==> src/hw/rtl/acc_tilt_pkg.sv <==
`timescale 1ns / 1ps

package acc_tilt_pkg;

    localparam int SAMPLE_W      = 16;
    localparam int PRE_SHIFT     = 32 - SAMPLE_W;
    localparam int SUM_W         = 2 * SAMPLE_W;
    // The root is taken of the sum of squares with 2*PRE_SHIFT extra fraction bits.
    localparam int ROOT_W        = SAMPLE_W + PRE_SHIFT;
    localparam int RAD_W         = 2 * ROOT_W;
    localparam int REM_W         = ROOT_W + 1;
    localparam int CW            = ROOT_W + 4;
    localparam int ZW            = 26;
    localparam int TABLE_LEN     = 24;
    localparam int CORDIC_STAGES = 16;
    localparam int CORDIC_CELLS  = (CORDIC_STAGES < TABLE_LEN) ? CORDIC_STAGES : TABLE_LEN;
    localparam int STAGE_W       = $clog2(TABLE_LEN);
    localparam int ANGLE_W       = 15;
    localparam int ANGLE_MAX     = 11520;
    localparam int ROUND_BIAS    = 256;
    localparam int ROUND_SHIFT   = 9;
    localparam int FRONT_STAGES  = 2;
    localparam int LATENCY       = FRONT_STAGES + ROOT_W + CORDIC_CELLS + 1;

    typedef enum logic {
        OP_PITCH = 1'b0,
        OP_ROLL  = 1'b1
    } t_op;

    typedef struct packed {
        logic                       valid;
        logic signed [SAMPLE_W-1:0] axis;
        logic        [RAD_W-1:0]    rad;
        logic        [ROOT_W-1:0]   root;
        logic        [REM_W-1:0]    rem;
    } t_sqrt_word;

    typedef struct packed {
        logic                 valid;
        logic                 axis_zero;
        logic                 axis_neg;
        logic                 mag_zero;
        logic signed [CW-1:0] x;
        logic signed [CW-1:0] y;
        logic signed [ZW-1:0] z;
    } t_cordic_word;

    // Elementary angles atan(2^-i) in degrees with 16 fraction bits.
    function automatic logic signed [ZW-1:0] atan_step(input logic [STAGE_W-1:0] idx);
        logic signed [ZW-1:0] v;
        unique case (idx)
            5'd0:    v = ZW'(2949120);
            5'd1:    v = ZW'(1740967);
            5'd2:    v = ZW'(919879);
            5'd3:    v = ZW'(466945);
            5'd4:    v = ZW'(234379);
            5'd5:    v = ZW'(117304);
            5'd6:    v = ZW'(58666);
            5'd7:    v = ZW'(29335);
            5'd8:    v = ZW'(14668);
            5'd9:    v = ZW'(7334);
            5'd10:   v = ZW'(3667);
            5'd11:   v = ZW'(1833);
            5'd12:   v = ZW'(917);
            5'd13:   v = ZW'(458);
            5'd14:   v = ZW'(229);
            5'd15:   v = ZW'(115);
            5'd16:   v = ZW'(57);
            5'd17:   v = ZW'(29);
            5'd18:   v = ZW'(14);
            5'd19:   v = ZW'(7);
            5'd20:   v = ZW'(4);
            5'd21:   v = ZW'(2);
            5'd22:   v = ZW'(1);
            default: v = '0;
        endcase
        return v;
    endfunction

endpackage

==> src/hw/rtl/acc_tilt_front.sv <==
`timescale 1ns / 1ps

module acc_tilt_front import acc_tilt_pkg::*; (
    input  logic                       i_clk,
    input  logic                       i_rst_n,
    input  logic                       i_start,
    input  logic signed [SAMPLE_W-1:0] i_accel_x,
    input  logic signed [SAMPLE_W-1:0] i_accel_y,
    input  logic signed [SAMPLE_W-1:0] i_accel_z,
    input  logic                       i_operation,
    output t_sqrt_word                 o_word
);

    logic signed [SAMPLE_W-1:0] n_axis;
    logic signed [SAMPLE_W-1:0] n_other;
    logic signed [SUM_W-1:0]    n_sq_b;
    logic signed [SUM_W-1:0]    n_sq_c;
    logic        [SUM_W-1:0]    n_sum;

    logic                       r_valid;
    logic signed [SAMPLE_W-1:0] r_axis;
    logic        [SUM_W-1:0]    r_sq_b;
    logic        [SUM_W-1:0]    r_sq_c;
    t_sqrt_word                 r_word;

    always_comb begin
        unique case (t_op'(i_operation))
            OP_PITCH: begin
                n_axis  = i_accel_x;
                n_other = i_accel_y;
            end
            OP_ROLL: begin
                n_axis  = i_accel_y;
                n_other = i_accel_x;
            end
        endcase
    end

    assign n_sq_b = n_other * n_other;
    assign n_sq_c = i_accel_z * i_accel_z;
    // Both squares are at most 2^(2*SAMPLE_W-2), so the sum fits without a carry out.
    assign n_sum  = r_sq_b + r_sq_c;

    always_ff @(posedge i_clk) begin
        if (!i_rst_n) begin
            r_valid       <= 1'b0;
            r_word.valid  <= 1'b0;
        end else begin
            r_valid       <= i_start;
            r_word.valid  <= r_valid;
        end
    end

    always_ff @(posedge i_clk) begin
        r_axis      <= n_axis;
        r_sq_b      <= n_sq_b;
        r_sq_c      <= n_sq_c;
        r_word.axis <= r_axis;
        r_word.rad  <= {n_sum, {(RAD_W - SUM_W){1'b0}}};
        r_word.root <= '0;
        r_word.rem  <= '0;
    end

    assign o_word = r_word;

endmodule

==> config.mk <==
export PLATFORM = sky130hd
export DESIGN_NAME = acc_tilt_front
export DESIGN_NICKNAME = d
export VERILOG_FILES = /design/src/hw/rtl/acc_tilt_pkg.sv /design/src/hw/rtl/acc_tilt_front.sv
export SDC_FILE = /design/constraint.sdc
export NUM_CORES = 1
export LEC_CHECK = 0
export CAP_MARGIN = 40
export CORE_ASPECT_RATIO = 1.25
export CORE_MARGIN = 1.5
export CORE_UTILIZATION = 56
export DETAILED_ROUTE_END_ITERATION = 10
export DONT_BUFFER_PORTS = 1
export GPL_ROUTABILITY_DRIVEN = 0
export GPL_TIMING_DRIVEN = 0
export HOLD_SLACK_MARGIN = 0.12
export PLACE_DENSITY_LB_ADDON = 0.1
export REMOVE_ABC_BUFFERS = 1
export SYNTH_ARGS = -nofsm -noshare
export SYNTH_HDL_FRONTEND = slang
export SYNTH_SLANG_ARGS = --single-unit
==> constraint.sdc <==
create_clock -name i_clk -period 20.3 [get_ports i_clk]
set_input_delay 2.03 -clock i_clk [delete_from_list [all_inputs] [get_ports i_clk]]
set_output_delay 2.03 -clock i_clk [all_outputs]
set_load 0.02 [all_outputs]
==> impl_metrics.csv <==
group,metric,value,unit
drt,dr.first_iter.drc_count,521,
clock_network,cts_tree,"done",
sta,setup_ws,11850,ps
drt,routed.top_layer,"met4",
sta,fin_crit,8450,ps
clock_network,clk_pin_slew_worst_paths,60,ps
clock_network,cts_buffer_depth,2,
drt,wl_met2,23600,um
sta,finalHoldViolations,0,
critical_path,end_kind,"register",
placement,place_hpwl,39200,um
critical_path,crit_fanout,34,
drt,via_per_inst,5.00,
synthesis,yosys.area.top_type_share,42.0,%
clock_network,cts_resized,0,
synthesis,ys_ff_latch,128,
synthesis,synth_edf_count,0,
drt,post_drt_wl_per_cell,15.7,um
synthesis,yosysWarnings,0,
clock_network,cts.htree.levels,4,
critical_path,worstPathRequired,20680,ps
global_route,grt_antenna_before_repair,0,
clock_network,cts.sink_count,128,
placement,dp_slack,11390,ps
global_route,grt_pass1_vias,15945,
synthesis,ys_seq_area_share,11.4,%
sta,finalSetupTns,0,ps
sta,rsz0062_at_grt,"false",
synthesis,synthArstFlopShare,0,%
placement,dpl-instance-area,22800,um2
floorplanning,die_h,227,um
min_path,worstHoldPathCells,0,
synthesis,yosys.area.top_type,"fa_1",
synthesis,synthDistinctLibCells,63,
clock_network,cts_buffers,17,
clock_network,holdBufCountCts,0,
floorplanning,fp.dieW,183,um
critical_path,reg2regPathDepth,9,
layout,fin_area,23300,um2
outcome,status,"finished clean",
critical_path,start_kind,"input pin",
global_route,grt-ovfl-total,0,
floorplanning,die_area,41500,um2
sta,slew_headroom,49.7,%
sta,period_share,41.6,%
layout,postLayoutCoreUtil,58.4,%
synthesis,synth_flop_cell,"dfxtp_1",
synthesis,netlist_instances,2379,
placement,io_buffers,0,
min_path,hold_path_class,"reg2reg",
drt,drc,0,
global_route,grt_max_degree,35,
layout,nets,3095,
drt,met1_length,18600,um
synthesis,avgSynthCellArea,9.48,um2
floorplanning,core,39900,um2
critical_path,arrival,8830,ps
drt,ant_nets,0,
synthesis,netlist_area,22600,um2
floorplanning,design.portCount,198,
layout,area_growth,3.41,%
critical_path,criticalPathCategory,"in2reg",
drt,dr_wl_met3,1740,um
global_route,groute.usage.overall,23.9,%
drt,vias,14434,
drt,totalWireLength,45300,um
global_route,grt_pass1_wl,78100,um
sta,slew_viol_final,0,
floorplanning,std_cell_rows,82,
sta,setup_violations,0,
sta,finalClockSkew,9.80,ps
run,cap_viol_max_count,0,
layout,diodes,0,
floorplanning,initial_core_util,56.5,%
drt,drt-pass1-iter-count,5,
clock_network,root_buffer,"clkbuf_16",
layout,layout-drive-gt1-share,3.49,%
clock_network,postCtsSetupBuffers,0,
clock_network,clkLatencyLatePin,440,ps
sta,tightest_slew,754,ps
sta,max_freq,0.118,GHz
synthesis,ys_top_cells_by_area,"fa_1, dfxtp_1, ha_1, inv_1, buf_4",
-- worst paths after layout --
check                end  slack (ps)   startpoint
min reg2reg  o_word[134]         320    r_axis[5]
min          o_word[134]         320    r_axis[5]
max           r_sq_b[30]       11850  i_operation
max reg2reg  o_word[128]       17570   r_sq_b[15]
-- flip-flops by register name (all words and copies together), names as in the netlist --
name and count:
r_axis 16, r_sq_c 31, o_word 49, r_sq_b 31, r_valid 1
-- through the flow --
step / hold WS [ps] / std cells
2_1_floorplan: 310 / 2337
3_3_place_gp: 310 / 2841
3_5_place_dp: 312 / 2852
4_1_cts: 326 / 2884
5_1_grt: 334 / 2884
6_report: 325 / 2884
-- critical path: stages --
cell,delay [ps]
mux2i_1,590
inv_1,450
nand2_1,220
inv_1,80
fa_1,550
inv_1,60
fa_1,510
fa_1,520
inv_1,50
fa_1,510
fa_1,490
inv_1,50
fa_1,470
inv_1,40
ha_1,330
a21oi_1,150
o21ai_0,230
a2111o_1,450
o21ai_0,300
a31oi_1,210
or4_1,430
nand3_1,90
-- area by class of cell --
class | count | area, um2
tap | 504 | 631
multi-input combinational | 1544 | 17000
clock inverter | 15 | 136
fill | 3552 | 16600
timing repair buffer | 11 | 90.1
inverter | 665 | 2500
sequential | 128 | 2560
clock buffer | 17 | 425
-- kinds of logic after synthesis --
| kind of cell | count (synthesis) | share of synthesized area [%] |
|---|---|---|
| buffers and inverters | 803 | 15.0 |
| adder cells (fa/ha/maj) | 676 | 53.2 |
| AND/OR/NAND/NOR | 435 | 8.76 |
| AO/OA/AOI/OAI | 192 | 5.71 |
| flip-flops | 128 | 11.4 |
| XOR/XNOR | 107 | 4.16 |
| multiplexers | 37 | 1.77 |
| other | 1 | 0.0166 |
-- synth_stat cells, types with 32 or more instances --
library cell	n
inv_1	661
fa_1	473
ha_1	203
nand2_1	168
dfxtp_1	128
nor2_1	125
buf_4	97
xnor2_1	78
a21oi_1	59
and2_1	55
clkbuf_1	39
a21o_1	32
-- layout by cell type, fill, tap and decap left out, types with 5 or more instances in the layout --
cell type / count
nand3_1: 16
nand2b_1: 9
a21o_1: 32
xnor2_1: 78
nor2b_1: 8
buf_4: 9
mux2i_1: 12
o21a_1: 9
a21oi_1: 59
ha_1: 203
conb_1: 97
and3_1: 6
o21bai_1: 11
inv_1: 661
xor2_1: 29
dfxtp_1: 128
nand2_1: 168
nor2_1: 125
clkbuf_16: 17
or2_2: 5
nand4_1: 7
or3_1: 5
o21ai_0: 28
mux2_2: 23
a211oi_1: 12
nor3_1: 16
fa_1: 473
and2_1: 55
a31oi_1: 5
-- metal layers --
metal,up-vias,global-route usage [%]
met5,-,0
met4,0,8.24
met3,69,3.31
met2,268,43.4
met1,7242,29.0
li1,6855,-
Power is left out: the tool's default activity adds up to more than one toggle a clock period on the data nets, which glitch-free logic cannot reach.
