[config.mk]
export PLATFORM = sky130hd
export DESIGN_NAME = acc_tilt_sqrt_cell
export DESIGN_NICKNAME = d
export VERILOG_FILES = /design/src/hw/rtl/acc_tilt_pkg.sv /design/src/hw/rtl/acc_tilt_sqrt_cell.sv
export SDC_FILE = /design/constraint.sdc
export NUM_CORES = 1
export LEC_CHECK = 0
export ABC_AREA = 1
export BUFFER_PORTS_ARGS = -buffer_cell sky130_fd_sc_hd__buf_2
export CAP_MARGIN = 30
export CELL_PAD_IN_SITES_DETAIL_PLACEMENT = 1
export CELL_PAD_IN_SITES_GLOBAL_PLACEMENT = 1
export CORE_ASPECT_RATIO = 1.25
export CORE_MARGIN = 1.5
export CORE_UTILIZATION = 25
export CTS_CLUSTER_DIAMETER = 100
export DETAILED_ROUTE_END_ITERATION = 10
export HOLD_SLACK_MARGIN = 0.06
export PLACE_DENSITY_LB_ADDON = 0.3
export SLEW_MARGIN = 30
export SYNTH_ARGS = -nofsm -noshare
export SYNTH_HDL_FRONTEND = slang
export SYNTH_SLANG_ARGS = --single-unit
[constraint.sdc]
create_clock -name i_clk -period 3.9 [get_ports i_clk]
set_input_delay 0.78 -clock i_clk [delete_from_list [all_inputs] [get_ports i_clk]]
set_output_delay 0.78 -clock i_clk [all_outputs]
set_load 0.01 [all_outputs]
[src/hw/rtl/acc_tilt_pkg.sv]
`timescale 1ns / 1ps

package acc_tilt_pkg;

    localparam int SAMPLE_W      = 16;
    localparam int PRE_SHIFT     = 32 - SAMPLE_W;
    localparam int SUM_W         = 2 * SAMPLE_W;
    // The root is taken of the sum of squares with 2*PRE_SHIFT extra fraction bits.
    localparam int ROOT_W        = SAMPLE_W + PRE_SHIFT;
    localparam int RAD_W         = 2 * ROOT_W;
    localparam int REM_W         = ROOT_W + 1;
    localparam int CW            = ROOT_W + 4;
    localparam int ZW            = 26;
    localparam int TABLE_LEN     = 24;
    localparam int CORDIC_STAGES = 16;
    localparam int CORDIC_CELLS  = (CORDIC_STAGES < TABLE_LEN) ? CORDIC_STAGES : TABLE_LEN;
    localparam int STAGE_W       = $clog2(TABLE_LEN);
    localparam int ANGLE_W       = 15;
    localparam int ANGLE_MAX     = 11520;
    localparam int ROUND_BIAS    = 256;
    localparam int ROUND_SHIFT   = 9;
    localparam int FRONT_STAGES  = 2;
    localparam int LATENCY       = FRONT_STAGES + ROOT_W + CORDIC_CELLS + 1;

    typedef enum logic {
        OP_PITCH = 1'b0,
        OP_ROLL  = 1'b1
    } t_op;

    typedef struct packed {
        logic                       valid;
        logic signed [SAMPLE_W-1:0] axis;
        logic        [RAD_W-1:0]    rad;
        logic        [ROOT_W-1:0]   root;
        logic        [REM_W-1:0]    rem;
    } t_sqrt_word;

    typedef struct packed {
        logic                 valid;
        logic                 axis_zero;
        logic                 axis_neg;
        logic                 mag_zero;
        logic signed [CW-1:0] x;
        logic signed [CW-1:0] y;
        logic signed [ZW-1:0] z;
    } t_cordic_word;

    // Elementary angles atan(2^-i) in degrees with 16 fraction bits.
    function automatic logic signed [ZW-1:0] atan_step(input logic [STAGE_W-1:0] idx);
        logic signed [ZW-1:0] v;
        unique case (idx)
            5'd0:    v = ZW'(2949120);
            5'd1:    v = ZW'(1740967);
            5'd2:    v = ZW'(919879);
            5'd3:    v = ZW'(466945);
            5'd4:    v = ZW'(234379);
            5'd5:    v = ZW'(117304);
            5'd6:    v = ZW'(58666);
            5'd7:    v = ZW'(29335);
            5'd8:    v = ZW'(14668);
            5'd9:    v = ZW'(7334);
            5'd10:   v = ZW'(3667);
            5'd11:   v = ZW'(1833);
            5'd12:   v = ZW'(917);
            5'd13:   v = ZW'(458);
            5'd14:   v = ZW'(229);
            5'd15:   v = ZW'(115);
            5'd16:   v = ZW'(57);
            5'd17:   v = ZW'(29);
            5'd18:   v = ZW'(14);
            5'd19:   v = ZW'(7);
            5'd20:   v = ZW'(4);
            5'd21:   v = ZW'(2);
            5'd22:   v = ZW'(1);
            default: v = '0;
        endcase
        return v;
    endfunction

endpackage

[src/hw/rtl/acc_tilt_sqrt_cell.sv]
`timescale 1ns / 1ps

module acc_tilt_sqrt_cell import acc_tilt_pkg::*; (
    input  logic       i_clk,
    input  logic       i_rst_n,
    input  t_sqrt_word i_word,
    output t_sqrt_word o_word
);

    logic [REM_W+1:0] n_part;
    logic [REM_W+1:0] n_trial;
    t_sqrt_word       n_word;
    t_sqrt_word       r_word;

    // One root bit per cell: bring down two radicand bits and try a one.
    assign n_part  = {i_word.rem, i_word.rad[RAD_W-1 -: 2]};
    assign n_trial = {1'b0, i_word.root, 2'b01};

    always_comb begin
        n_word       = i_word;
        n_word.rad   = {i_word.rad[RAD_W-3:0], 2'b00};
        if (n_part >= n_trial) begin
            n_word.rem  = REM_W'(n_part - n_trial);
            n_word.root = {i_word.root[ROOT_W-2:0], 1'b1};
        end else begin
            n_word.rem  = n_part[REM_W-1:0];
            n_word.root = {i_word.root[ROOT_W-2:0], 1'b0};
        end
    end

    always_ff @(posedge i_clk) begin
        if (!i_rst_n) begin
            r_word.valid <= 1'b0;
        end else begin
            r_word.valid <= i_word.valid;
        end
    end

    always_ff @(posedge i_clk) begin
        r_word.axis <= n_word.axis;
        r_word.rad  <= n_word.rad;
        r_word.root <= n_word.root;
        r_word.rem  <= n_word.rem;
    end

    assign o_word = r_word;

endmodule

==> summary.log <==
[power_and_ir_drop] share of power burned in combinational logic 19.4%
[power_and_ir_drop] portion of total power attributed to sequential cells 40.3%
[power_and_ir_drop] switching power as a share of total power 29.7%
[clock_tree] count of hold-fix buffers inserted at cts 0
[routing] antenna viol nets, final 0
[outcome] run status finished clean
[placement] estimated wirelength of the detail-placed design 19400 µm
[finish] flip-flop count of the largest register, all copies and words added 144
[synthesis] most used standard cell by instance count after synthesis sky130_fd_sc_hd__nand2_1
[synthesis] share of flip-flops with an asynchronous set or reset 0%
[synthesis] flip-flop and latch count after synthesis 144
[finish] area used by sequential logic in the layout 0.00288 mm²
[placement] routability cong. 0.867
[finish] filler instances 3079
[routing] routed length per placed instance 15.6 µm
[die] area of the die 0.0253 mm²
[synthesis] Synthesis Warnings 0
[sta] Period minus WS final 2.52 ns
[clock_tree] H-tree depth 4
[finish] # nets final 1317
[finish] relative area change from synthesis to final layout 39.1%
[die] site row count 63
[synthesis] proportion of synthesized chip area in sequential cells 47.4%
[routing] 1st-iter DRT viols 158
[power_and_ir_drop] VDD IR-drop max 0.295 mV
[routing] drt drc 0
[worst_setup_path] nature of the critical path endpoint flip-flop
[synthesis] fraction of synthesized cell area taken by the top area cell type 47.4%
[die] total I/O pin count 294
[routing] vias post-DR 6028
[synthesis] number of distinct library cells after synthesis 25
[clock_tree] total CTS buffers 17
[clock_tree] Post-CTS Setup Repair Bufs 0
[power_and_ir_drop] Power, Total 0.00406 W
[worst_setup_path] maximum fanout along the worst path 36
[hold_path] worst min path class input pin to flip-flop
[global_routing] number of global-route vias before repair 6277
[die] horizontal die dimension 143 µm
[sta] FMAX 0.397 GHz
[worst_setup_path] required time at the endpoint of the critical path 4.27 ns
[sta] Setup violations, final 0
[power_and_ir_drop] portion of total power attributed to the clock network 40.3%
[worst_setup_path] element type at the critical path start input pin
[synthesis] biggest area consumer among synthesized cells sky130_fd_sc_hd__dfxtp_1
[synthesis] post-synthesis average cell area 7.31 µm²
[global_routing] antenna violations before repair 2
[synthesis] Post-synth top cells sky130_fd_sc_hd__nand2_1, sky130_fd_sc_hd__inv_1, sky130_fd_sc_hd__dfxtp_1
[worst_setup_path] kind of critical path input pin to flip-flop
[placement] number of I/O port buffers 291
[global_routing] global route overflow 0
[power_and_ir_drop] Static Leakage 4.89 nW
[sta] sum of negative setup slack 0 ns
[synthesis] count of mapped cells out of synthesis 832
[synthesis] commonest register cell after synthesis sky130_fd_sc_hd__dfxtp_1
[clock_tree] number of resized instances in the post-cts repair step 0
[synthesis] number of synthesized flops with an enable pin 0
[placement] minimum setup slack after placement 0.876 ns
[worst_setup_path] Arr. time, crit path 2.89 ns
[sta] unrepaired setup endpoints after global routing false
[clock_tree] cell at the root of the clock tree sky130_fd_sc_hd__clkbuf_16
[clock_tree] Clk pin slew, worst setup/hold paths 0.06 ns
[synthesis] most area-consuming cells after synthesis sky130_fd_sc_hd__dfxtp_1, sky130_fd_sc_hd__nand2_1, sky130_fd_sc_hd__inv_1, sky130_fd_sc_hd__ha_1, sky130_fd_sc_hd__nand3_1
[sta] number of endpoints with negative hold slack in the final report 0
[run] Max Cap Viol 0
[routing] number of search-and-repair iterations in the first detailed-routing pass 4
[routing] Vias per Instance 4.09
[routing] Total Routed Length 23100 µm
[power_and_ir_drop] Psw 0.00121 W
[clock_tree] Bufs on Longest Clock Path 2
[global_routing] overall track demand over capacity in global routing 18.4%
[finish] footprint of the multi-input gates 0.00252 mm²
[finish] fraction of layout instances using a drive strength above 1 29.5%
[power_and_ir_drop] Power Internal 0.00286 W
[sta] number of max-slew violations in the final report 0
[synthesis] cell area after synthesis 0.00608 mm²
[sta] fraction of the cycle the final worst path needs 64.5%
[global_routing] first-pass GRT wire length 34200 µm
[clock_tree] TritonCTS clock tree done
[power_and_ir_drop] Power per Cell Area 480 mW/mm²
[die] effective utilization at floorplan 25.5%
[die] y dimension of the die 177 µm
[die] area of the core region 0.0238 mm²
[sta] minimum setup slack in the final design 1.38 ns
[global_routing] largest net degree at the start of global routing 37
[clock_tree] sink count of the clock tree 144
## logic make-up after synthesis
kind of cell | count (synthesis) | share of synthesized area [%]
and+or+nand+nor | 445 | 30.2
buffers and inverters | 169 | 11.2
DFF | 144 | 47.4
adders and majority gates | 34 | 6.99
AOI/OAI and AO/OA | 25 | 2.18
xor gates and xnor gates | 14 | 2.02
other | 1 | 0.0617
## per-stage QoR
stage	util (%)	instances	instance area, µm²	hold WS (ns)
after floorplan	-	833	6090	0.808
after global placement	33.1	1441	7880	0.882
after detailed placement	33.1	1441	7880	0.884
after CTS	35.5	1472	8450	0.427
after global routing	35.5	1472	8450	0.428
final	35.5	1475	8460	0.450
## layout make-up
cell class,instances,share of cell area [%]
clock inverters,12,1.57
flip-flops and latches,144,34.1
repair buffers,291,17.2
well taps,325,4.81
inverters,161,7.17
diodes,3,0.0887
clock buffers,19,5.24
multi-input cells,520,29.8
## power by group through the flow
stage	sequential [W]	combinational (W)	clock (W)
after floorplan	0.00174	0.000380	0
after global placement	0.00167	0.000797	0
after global routing	0.00165	0.000897	0.00174
after CTS	0.00164	0.000812	0.00169
final	0.00164	0.000789	0.00164
after detailed placement	0.00167	0.000808	0
## worst max-delay path, cell delays in order
cell	delay [ns]
sky130_fd_sc_hd__buf_2	0.09
sky130_fd_sc_hd__inv_1	0.04
sky130_fd_sc_hd__ha_1	0.33
sky130_fd_sc_hd__nand2_1	0.19
sky130_fd_sc_hd__inv_1	0.08
sky130_fd_sc_hd__nand2_1	0.07
sky130_fd_sc_hd__nand2_1	0.05
sky130_fd_sc_hd__nand2_1	0.07
sky130_fd_sc_hd__nand2_1	0.05
sky130_fd_sc_hd__nand2_1	0.08
sky130_fd_sc_hd__nand3_1	0.16
sky130_fd_sc_hd__nand2_2	0.16
sky130_fd_sc_hd__nand2_8	0.18
sky130_fd_sc_hd__inv_4	0.35
sky130_fd_sc_hd__nand2_1	0.11
sky130_fd_sc_hd__nand2_1	0.07
## layout by cell type, fill, tap and decap left out, types with 6 or more instances in the layout
cell	count
sky130_fd_sc_hd__ha_1	34
sky130_fd_sc_hd__and2_1	7
sky130_fd_sc_hd__nor2_1	36
sky130_fd_sc_hd__nand3b_1	9
sky130_fd_sc_hd__nor3_1	9
sky130_fd_sc_hd__xor2_1	14
sky130_fd_sc_hd__dfxtp_1	144
sky130_fd_sc_hd__inv_1	155
sky130_fd_sc_hd__a21oi_1	21
sky130_fd_sc_hd__nand2_1	328
sky130_fd_sc_hd__clkbuf_16	17
sky130_fd_sc_hd__nor2_2	6
sky130_fd_sc_hd__buf_2	291
sky130_fd_sc_hd__nand3_1	40
## metal layers
layer | vias up | track usage (%) | share of wire [%]
met1 | 2705 | 19.1 | 38
met4 | 2 | 5.80 | 1.5
met3 | 22 | 4.72 | 7.4
met2 | 216 | 35.7 | 53
met5 | - | 0 | 0.056
li1 | 3083 | - | -
## path summary, 6_finish.rpt
path	start	to	cells past startpoint
max	i_word[37]	o_word[5]	16
min	i_word[142]	o_word[142]	1
(Power assumes the default switching activity.)
